===== src/rtnb_pkg.sv =====
`timescale 1ns / 1ps
package rtnb_pkg;
   localparam int MAX_LEAVES = 1024;
   localparam int IDX_W      = 10;
   localparam int CNT_W      = 11;
   localparam int CODE_W     = 32;
   localparam int PFX_W      = 8;   // prefix length 0..64, -1 as all ones
   localparam int SRCH_W     = 13;  // signed leaf index for probes
   localparam int QDEPTH     = 2;

   localparam logic OP_LOAD  = 1'b0;
   localparam logic OP_BUILD = 1'b1;

   typedef struct packed {
      logic             opcode;
      logic [IDX_W-1:0] index;
      logic [CODE_W-1:0] code_value;
   } item_type;

   typedef struct packed {
      logic [IDX_W-1:0] node_number;
      logic [IDX_W-1:0] range_first;
      logic [IDX_W-1:0] range_last;
      logic [IDX_W-1:0] split_position;
      logic             left_is_leaf;
      logic             right_is_leaf;
      logic             bad_index;
   } result_type;

   function automatic logic [5:0] clz32(input logic [31:0] v);
      logic [5:0] n;
      logic       done;
      n = 6'd0;
      done = 1'b0;
      for (int b = 31; b >= 0; b--) begin
         if (v[b]) done = 1'b1;
         else if (!done) n = n + 6'd1;
      end
      return n;
   endfunction
endpackage


===== src/rtnb_front.sv =====
`timescale 1ns / 1ps
module rtnb_front import rtnb_pkg::*; (
   input  logic     clock,
   input  logic     reset,
   input  logic     in_valid,
   output logic     in_ready,
   input  item_type in_item,
   output logic     q_valid,
   input  logic     q_ready,
   output item_type q_item
);
   item_type        mem_ff [QDEPTH];
   logic            wp_ff, wp_in, rp_ff, rp_in;
   logic [1:0]      cnt_ff, cnt_in;
   logic            push, pop;

   assign in_ready = (cnt_ff != 2'(QDEPTH));
   assign push     = in_valid && in_ready;
   assign q_valid  = (cnt_ff != 2'd0);
   assign pop      = q_valid && q_ready;
   assign q_item   = mem_ff[rp_ff];

   // queue pointers
   always_comb begin
      wp_in  = push ? ~wp_ff : wp_ff;
      rp_in  = pop ? ~rp_ff : rp_ff;
      cnt_in = cnt_ff + {1'b0, push} - {1'b0, pop};
   end

   always_ff @(posedge clock) begin
      if (reset) begin
         wp_ff <= 1'b0; rp_ff <= 1'b0; cnt_ff <= 2'd0;
      end else begin
         wp_ff <= wp_in; rp_ff <= rp_in; cnt_ff <= cnt_in;
      end
   end

   always_ff @(posedge clock) begin
      if (push) mem_ff[wp_ff] <= in_item;
   end
endmodule


===== config.mk =====
export PLATFORM = sky130hd
export DESIGN_NAME = rtnb_front
export DESIGN_NICKNAME = d
export VERILOG_FILES = /design/src/rtnb_pkg.sv /design/src/rtnb_front.sv
export SDC_FILE = /design/constraint.sdc
export NUM_CORES = 1
export LEC_CHECK = 0
export BUFFER_PORTS_ARGS = -buffer_cell sky130_fd_sc_hd__buf_2
export CAP_MARGIN = 30
export CELL_PAD_IN_SITES_DETAIL_PLACEMENT = 1
export CELL_PAD_IN_SITES_GLOBAL_PLACEMENT = 1
export CORE_ASPECT_RATIO = 0.75
export CORE_MARGIN = 4
export CORE_UTILIZATION = 48
export CTS_BUF_LIST = sky130_fd_sc_hd__clkbuf_8 sky130_fd_sc_hd__clkbuf_16
export CTS_CLUSTER_SIZE = 12
export DETAILED_ROUTE_END_ITERATION = 7
export PLACE_DENSITY_LB_ADDON = 0.1
export SLEW_MARGIN = 20
export SYNTH_ARGS = -nofsm -noshare
export SYNTH_HDL_FRONTEND = slang
export SYNTH_SLANG_ARGS = --single-unit
export TNS_END_PERCENT = 1

===== constraint.sdc =====
create_clock -name clock -period 8.6 [get_ports clock]
set_clock_uncertainty 0.2 [all_clocks]
set_input_delay 0.86 -clock clock [delete_from_list [all_inputs] [get_ports clock]]
set_output_delay 0.86 -clock clock [all_outputs]
set_load 0.01 [all_outputs]

==> results_tabular.tex, run 1 <==
\begin{tabular}{lr}
\hline
Metric & Value \\
\hline
\multicolumn{2}{l}{\textbf{Final layout}} \\
\quad Core Util, Final & 61.1\% \\
\quad Layout fillers & 646 \\
\quad Area added between synthesis and finish & 20.5\% \\
\quad Number of antenna repair diodes & 0 \\
\quad Net total in the final layout & 307 \\
\quad Fraction of layout cells with a size suffix above 1 & 59.7\% \\
\multicolumn{2}{l}{\textbf{Global route}} \\
\quad Busiest grt layer & met2 \\
\quad Gr ovfl total & 0 \\
\quad GR met2 Demand/Resource & 24.7\% \\
\quad Antenna violations before repair & 0 \\
\quad Maximum number of pins on one net before global-route repair & 44 \\
\quad Aggregate global-route resource usage & 15.1\% \\
\quad Met1 Track Usage GR & 18.4\% \\
\quad Met3 routing resource usage after global routing & 7.15\% \\
\quad Number of global-route vias before repair & 1915 \\
\quad First-pass GRT wire length & 9700 um \\
\multicolumn{2}{l}{\textbf{Floorplan}} \\
\quad Overall die height & 82.4 um \\
\quad Core region area & 0.00699 mm\^{}2 \\
\quad Initial Utilization & 50.7\% \\
\quad Num ports & 92 \\
\quad Die outline area & 0.00884 mm\^{}2 \\
\quad Site row count & 26 \\
\quad Width of the die & 107 um \\
\multicolumn{2}{l}{\textbf{Clock network}} \\
\quad Clock buffer count from CTS & 9 \\
\quad Depth of the CTS H-tree & 3 \\
\quad Source-to-sink clock delay at the later pin of the worst-skew pair & 350 ps \\
\quad Clock tree from TritonCTS & yes \\
\quad Hold\_buf cts & 0 \\
\quad Root Buffer Master & clkbuf\_8 \\
\quad TritonCTS Sinks & 91 \\
\quad Post-CTS clock slew at the launch and capture registers of the worst setup and hold paths & 80 ps \\
\quad Post-CTS sizing & 0 \\
\quad Number of buffers on the longest clock path & 2 \\
\quad Setup Buffers After CTS & 0 \\
\multicolumn{2}{l}{\textbf{STA}} \\
\quad Remaining max-slew budget at the tightest pin & 53.9\% \\
\quad Worst-margin pin slew & 691 ps \\
\quad Highest Clock Rate & 310 MHz \\
\quad Final setup violation count & 0 \\
\quad Min Tclk post-route & 3230 ps \\
\quad Unrepaired setup endpoints after global routing & false \\
\quad Number of hold violations in the final report & 0 \\
\quad Final slew viol count & 0 \\
\quad Setup total negative slack & 0 ps \\
\quad Share of the clock period used by the worst path after layout & 37.5\% \\
\multicolumn{2}{l}{\textbf{Route}} \\
\quad Detail Route Antenna Nets & 0 \\
\quad TritonRoute pass-1 iters & 4 \\
\quad Drt initial violations & 51 \\
\quad Ratio of routed vias to standard cells & 4.70 \\
\quad Wire length after detailed routing & 6070 um \\
\quad Overall via count from detail\_route & 1698 \\
\quad \# DRC & 0 \\
\quad Routed wire per std cell & 16.8 um \\
\multicolumn{2}{l}{\textbf{Synthesis}} \\
\quad Ys async rst share & 0\% \\
\quad Most numerous cell types in the synthesized netlist & 86 x edfxtp\_1, 41 x mux2\_4, 5 x dfxtp\_1, 5 x nor2\_1, 4 x buf\_12 \\
\quad Library cell with the highest instance count after synthesis & edfxtp\_1 \\
\quad Number of enable-type register cells in the synthesized netlist & 86 \\
\quad Area leader, netlist & edfxtp\_1 \\
\quad Commonest register cell after synthesis & edfxtp\_1 \\
\quad Flops \& latches, synth & 91 \\
\quad Area of the mapped netlist & 0.00355 mm\^{}2 \\
\quad Post-synthesis cell count & 158 \\
\quad Post-Syn Area per Cell & 22.4 um\^{}2 \\
\quad Post-synth top area share & 72.8\% \\
\quad Warnings, synthesis & 0 \\
\quad Number of nets in the synthesized netlist & 207 \\
\quad Largest cells by area after synthesis & edfxtp\_1 73\%, mux2\_4 17\%, dfxtp\_1 2.8\% \\
\quad Sequential area share after synthesis & 75.7\% \\
\quad Unique masters post-synth & 17 \\
\multicolumn{2}{l}{\textbf{Placement}} \\
\quad Sum of net half-perimeters after detailed placement & 3980 um \\
\quad Port bufs & 91 \\
\quad RD Place Congestion & 0.667 \\
\multicolumn{2}{l}{\textbf{Pwr}} \\
\quad Part of the total power dissipated in the clock network & 22.9\% \\
\quad Comb power frac & 27.1\% \\
\quad Leakage power total & 1.70 nW \\
\quad Seq pwr share & 50.1\% \\
\quad VDD IR max & 142 uV \\
\quad Pwr dens & 277 mW/mm\^{}2 \\
\quad Switching Share & 27.2\% \\
\quad Cell-internal power & 0.000862 W \\
\quad Net Sw Power & 0.000322 W \\
\multicolumn{2}{l}{\textbf{Setup path}} \\
\quad Peak fanout along the critical path & 24 \\
\quad Reg-to-reg setup timing slack & 6780 ps \\
\quad CP Data Required Time & 7540 ps \\
\quad Crit Path Class & flop to output port \\
\quad Startpoint type of the worst setup path & flop \\
\quad Sort of element at the end of the critical path & output port \\
\quad Number of cells on the worst reg-to-reg path & 3 \\
\quad Critical R2R Capture & mem\_ff[1][40] \\
\quad Startpoint of the most critical register-to-register path & cnt\_ff[0] \\
\quad Arrival time at the worst endpoint & 2170 ps \\
\multicolumn{2}{l}{\textbf{Status}} \\
\quad Result of the run & complete, no violations \\
\multicolumn{2}{l}{\textbf{Worst hold path}} \\
\quad Worst hold-check path type & flop to flop \\
\quad Depth of the worst hold-timing path & 2 \\
\quad Origin of the worst min-delay path & rp\_ff \\
\multicolumn{2}{l}{\textbf{Job}} \\
\quad Maximum Capacitance Violations & 0 \\
\hline
\end{tabular}
-- worst max-delay path by stage --
stage	cells after the start	slack, ps	to
6_report	3	5370	q_item[0]
2_1_floorplan	2	5220	mem_ff[0][0]
3_3_place_gp	3	5730	q_item[42]
4_1_cts	3	5320	q_item[0]
3_5_place_dp	3	5730	q_item[0]
5_1_grt	3	5250	q_item[0]
-- power by group through the flow --
stage	Clock (W)	Combinational, W	Sequential (W)
after global placement	0	0.000319	0.000600
after detailed placement	0	0.000325	0.000603
after CTS	0.000284	0.000328	0.000594
after floorplan	0	0.000257	0.000583
after global routing	0.000304	0.000348	0.000601
final	0.000271	0.000320	0.000593
-- cells in the final DEF, fill, tap and decap left out, types with 2 or more instances in the layout --
cell type,Yosys,layout
clkinv_4,0,2
edfxtp_1,86,86
nor2b_1,2,2
buf_4,0,2
ha_1,2,2
inv_1,1,4
mux2_4,41,41
mux2_2,3,3
buf_2,0,91
clkbuf_8,0,9
dfxtp_1,5,4
nor2_1,5,4
xnor2_1,2,2
-- flip-flops by register name, indices dropped and copies added (netlist names), named ones only --
register and count:
mem_ff 86, cnt_ff 2, wp_ff 1, rp_ff 1
-- metrics by stage --
step	hold slack (ps)	power [W]	instances	setup WS, ps	area (um^2)
detailed placement	320	0.000929	345	5730	4090
global route	393	0.00125	361	5250	4270
global placement	296	0.000919	344	5730	4060
CTS	341	0.00121	361	5320	4270
floorplan	280	0.000839	158	5220	3550
finish	334	0.00118	361	5370	4270
-- area by class of cell --
type,instances,area [um^2],area share [%]
Clock buffer,9,124,2.90
Clock inverter,7,62.6,1.46
Inverter,1,3.75,0.0879
Multi-Input combinational cell,61,777,18.2
Sequential cell,91,2680,62.8
Tap cell,98,123,2.87
Timing Repair Buffer,94,498,11.7
-- critical path: stages, from the launching register on --
cell	delay, ps
dfxtp_2	780
buf_4	500
mux2_2	380
buf_2	140
-- cell families (layout without fill, tap and decap cells) --
| group | count (synthesis) | after routing | share of synthesized area (%) |
|---|---|---|---|
| simple gates | 11 | 11 | 1.66 |
| compound gates | 1 | 1 | 0.247 |
| fa+ha+maj | 2 | 2 | 0.706 |
| mux | 44 | 44 | 18.3 |
| flops | 91 | 91 | 75.7 |
| buf+inv | 6 | 111 | 2.68 |
| xor+xnor | 3 | 3 | 0.741 |
-- metal layers --
metal  vias to the layer above  share of wire (%)
li1                        810                  -
met1                       823                 41
met2                        57                 50
met3                         8                7.5
met4                         0                1.1
met5                         -                  0
Note: power is estimated with default switching activity, not from simulation.
==> inputs of run 2 (changes only) <==
--- a/config.mk
+++ b/config.mk
@@ -11,7 +11,7 @@
 export CELL_PAD_IN_SITES_GLOBAL_PLACEMENT = 1
 export CORE_ASPECT_RATIO = 0.75
 export CORE_MARGIN = 4
-export CORE_UTILIZATION = 48
+export CORE_UTILIZATION = 44
 export CTS_BUF_LIST = sky130_fd_sc_hd__clkbuf_8 sky130_fd_sc_hd__clkbuf_16
 export CTS_CLUSTER_SIZE = 12
 export DETAILED_ROUTE_END_ITERATION = 7
==> constraint.sdc (replaced) <==
create_clock -name clock -period 3.21 [get_ports clock]
set_clock_uncertainty 0.2 [all_clocks]
set_input_delay 0.321 -clock clock [delete_from_list [all_inputs] [get_ports clock]]
set_output_delay 0.321 -clock clock [all_outputs]
set_load 0.01 [all_outputs]
==> run 2 against run 1 <==
Effect of this change:
- non-clock buffer count grew 46
- register-to-register slack lost 5600 ps
- combinational power grew to 2.9 times the previous value
==> results_tabular.tex, run 2 (synthesized netlist as in run 1, its figures left out) <==
\begin{tabular}{lr}
\hline
Metric & Value \\
\hline
\multicolumn{2}{l}{\textbf{Placement}} \\
\quad Sum of net half-perimeters after detailed placement & 4130 um (was 3980 um) \\
\quad Placed cell count & 354 (was 345) \\
\quad RD Place Congestion & 0.698 (was 0.667) \\
\quad Port bufs & 91 (unchanged) \\
\quad Post-Place Setup Slack & 1100 ps (was 5730 ps) \\
\multicolumn{2}{l}{\textbf{Clock network}} \\
\quad Root Buffer Master & clkbuf\_8 (unchanged) \\
\quad Post-CTS clock slew at the launch and capture registers of the worst setup and hold paths & 80 ps (about the same) \\
\quad TritonCTS Sinks & 91 (unchanged) \\
\quad Clock buffer count from CTS & 9 (unchanged) \\
\quad Clock tree from TritonCTS & yes (unchanged) \\
\quad Number of buffers on the longest clock path & 2 (unchanged) \\
\quad Post-CTS sizing & 0 (unchanged) \\
\quad Depth of the CTS H-tree & 3 (unchanged) \\
\quad Source-to-sink clock delay at the later pin of the worst-skew pair & 340 ps (was 350 ps) \\
\quad Setup Buffers After CTS & 0 (unchanged) \\
\multicolumn{2}{l}{\textbf{Setup path}} \\
\quad Largest incremental delay on the critical path & 710 ps (was 780 ps) \\
\quad Reg-to-reg setup timing slack & 1200 ps (was 6780 ps) \\
\quad CP Data Required Time & 2690 ps (was 7540 ps) \\
\quad Sort of element at the end of the critical path & output port (unchanged) \\
\quad Startpoint of the most critical register-to-register path & cnt\_ff[0] (unchanged) \\
\quad Buf+Inv Stages, Crit Path & 2 (unchanged) \\
\quad Crit-path slowest cell & dfxtp\_2 (unchanged) \\
\quad Peak fanout along the critical path & 20 (was 24) \\
\quad Crit Path Class & flop to output port (unchanged) \\
\quad Cell type group with the largest total delay on the critical path & flip-flops (unchanged) \\
\quad Startpoint type of the worst setup path & flop (unchanged) \\
\quad Crit path cell chain & buf\_4 > mux2\_4 > buf\_2 (was buf\_4 > mux2\_2 > buf\_2) \\
\quad Arrival time at the worst endpoint & 1930 ps (was 2170 ps) \\
\multicolumn{2}{l}{\textbf{Route}} \\
\quad Wire length after detailed routing & 6490 um (was 6070 um) \\
\quad Detail Route Antenna Nets & 0 (unchanged) \\
\quad \# DRC & 0 (unchanged) \\
\quad Routed wire per std cell & 15.7 um (was 16.8 um) \\
\quad Ratio of routed vias to standard cells & 4.56 (was 4.70) \\
\quad TritonRoute pass-1 iters & 4 (unchanged) \\
\quad Drt initial violations & 60 (was 51) \\
\quad Overall via count from detail\_route & 1888 (was 1698) \\
\multicolumn{2}{l}{\textbf{STA}} \\
\quad Final setup violation count & 0 (unchanged) \\
\quad Final slew viol count & 0 (unchanged) \\
\quad Worst-margin pin slew & 640 ps (was 691 ps) \\
\quad Min Tclk post-route & 2450 ps \\
\quad Remaining max-slew budget at the tightest pin & 57.3\% (was 53.9\%) \\
\quad Unrepaired setup endpoints after global routing & false (unchanged) \\
\quad Share of the clock period used by the worst path after layout & 76.3\% \\
\quad Post-layout worst setup margin & 759 ps (was 5370 ps) \\
\quad Number of hold violations in the final report & 0 (unchanged) \\
\quad Setup total negative slack & 0 ps (unchanged) \\
\quad Final worst hold slack & 178 ps (was 334 ps) \\
\quad Highest Clock Rate & 408 MHz \\
\multicolumn{2}{l}{\textbf{Global route}} \\
\quad Number of global-route vias before repair & 2039 (was 1915) \\
\quad GR met2 Demand/Resource & 25.8\% (was 24.7\%) \\
\quad Gr ovfl total & 0 (unchanged) \\
\quad Aggregate global-route resource usage & 14.3\% (was 15.1\%) \\
\quad Antenna violations before repair & 0 (unchanged) \\
\quad Met3 routing resource usage after global routing & 5.64\% (was 7.15\%) \\
\quad First-pass GRT wire length & 10400 um (was 9700 um) \\
\quad Maximum number of pins on one net before global-route repair & 24 (was 44) \\
\quad Busiest grt layer & met2 (unchanged) \\
\quad Met1 Track Usage GR & 16.2\% (was 18.4\%) \\
\multicolumn{2}{l}{\textbf{Pwr}} \\
\quad VDD IR max & 444 uV (was 142 uV) \\
\quad Leakage power total & 1.89 nW (was 1.70 nW) \\
\quad Pwr dens & 681 mW/mm\^{}2 (was 277 mW/mm\^{}2) \\
\multicolumn{2}{l}{\textbf{Final layout}} \\
\quad Core Util, Final & 60.0\% (was 61.1\%) \\
\quad Highest-count cells in the layout ignoring fill and taps & 91 x buf\_2, 86 x edfxtp\_1, 44 x dlygate4sd3\_1, 41 x mux2\_4, 9 x clkbuf\_8 (was 91 x buf\_2, 86 x edfxtp\_1, 41 x mux2\_4, 9 x clkbuf\_8) \\
\quad Fraction of layout cells with a size suffix above 1 & 52.1\% (was 59.7\%) \\
\quad Top reg by flops & mem\_ff (unchanged) \\
\quad Area added between synthesis and finish & 33.4\% (was 20.5\%) \\
\quad Top Registers & mem\_ff (86), cnt\_ff (2) (unchanged) \\
\quad Number of flip-flops in the largest register & 86 (unchanged) \\
\quad Net total in the final layout & 353 (was 307) \\
\quad Number of antenna repair diodes & 0 (unchanged) \\
\quad Most common cell after layout, fill and taps aside & buf\_2 (unchanged) \\
\quad Number of standard cells in the final layout excluding fillers & 414 (was 361) \\
\multicolumn{2}{l}{\textbf{Floorplan}} \\
\quad Die outline area & 0.00957 mm\^{}2 (was 0.00884 mm\^{}2) \\
\quad Width of the die & 112 um (was 107 um) \\
\quad Num ports & 92 (unchanged) \\
\quad Initial Utilization & 45.0\% (was 50.7\%) \\
\quad Overall die height & 85.7 um (was 82.4 um) \\
\quad Core region area & 0.00788 mm\^{}2 (was 0.00699 mm\^{}2) \\
\quad Site row count & 28 (was 26) \\
\multicolumn{2}{l}{\textbf{Worst hold path}} \\
\quad Origin of the worst min-delay path & q\_ready (was rp\_ff) \\
\quad Worst hold-check path type & input port to flop (was flop to flop) \\
\multicolumn{2}{l}{\textbf{Job}} \\
\quad Maximum Capacitance Violations & 0 (unchanged) \\
\multicolumn{2}{l}{\textbf{Status}} \\
\quad Result of the run & complete, no violations (unchanged) \\
\hline
\end{tabular}
==> run 2: where the power goes <==
part	total, W	switching, W	leakage, nW	internal (W)
clock	0.000726	0.000369	0.0989	0.000357
sequential	0.00158	0.0000859	0.845	0.00149
combinational	0.000920	0.000413	0.943	0.000506
total	0.00322	0.000868	1.89	0.00236
==> run 2: cell type report <==
type / count / area (um^2)
clock buffers: 9 / 124
clock inverters: 7 / 65.1
flip-flops and latches: 91 / 2680
repair buffers: 140 / 946
fillers: 731 / 3150
multi-input cells: 61 / 777
well taps: 105 / 131
inverters: 1 / 3.75
==> run 2: worst paths after layout <==
check	end	depth (start not counted)
min reg2reg	rp_ff	2
max reg2reg	mem_ff[1][42]	3
max	q_item[32]	3
min	rp_ff	4
==> run 2: worst reg2reg max path, cell delays in order (launching register included) <==
cell	delay, ps
dfxtp_1	370
nand2b_2	160
and3_2	590
buf_4	370
==> run 2: routing by layer <==
layer / wire [um] / part of all wire (%)
met2: 3460 / 53
met4: 56 / 0.86
met1: 2600 / 40
met3: 372 / 5.7
met5: 0 / 0
==> run 2: what timing repair did <==
action,CTS,global route
hold buffers,44,0
hold endpoints to repair,87,0
setup endpoints to repair,0,0
==> run 2: through the flow <==
| stage | cell area, um^2 | power, W |
|---|---|---|
| after global placement | 4100 | 0.00249 |
| after CTS | 4730 | 0.00327 |
| after global routing | 4730 | 0.00340 |
| final | 4730 | 0.00322 |
| after detailed placement | 4100 | 0.00250 |
| after floorplan | 3550 | 0.00225 |
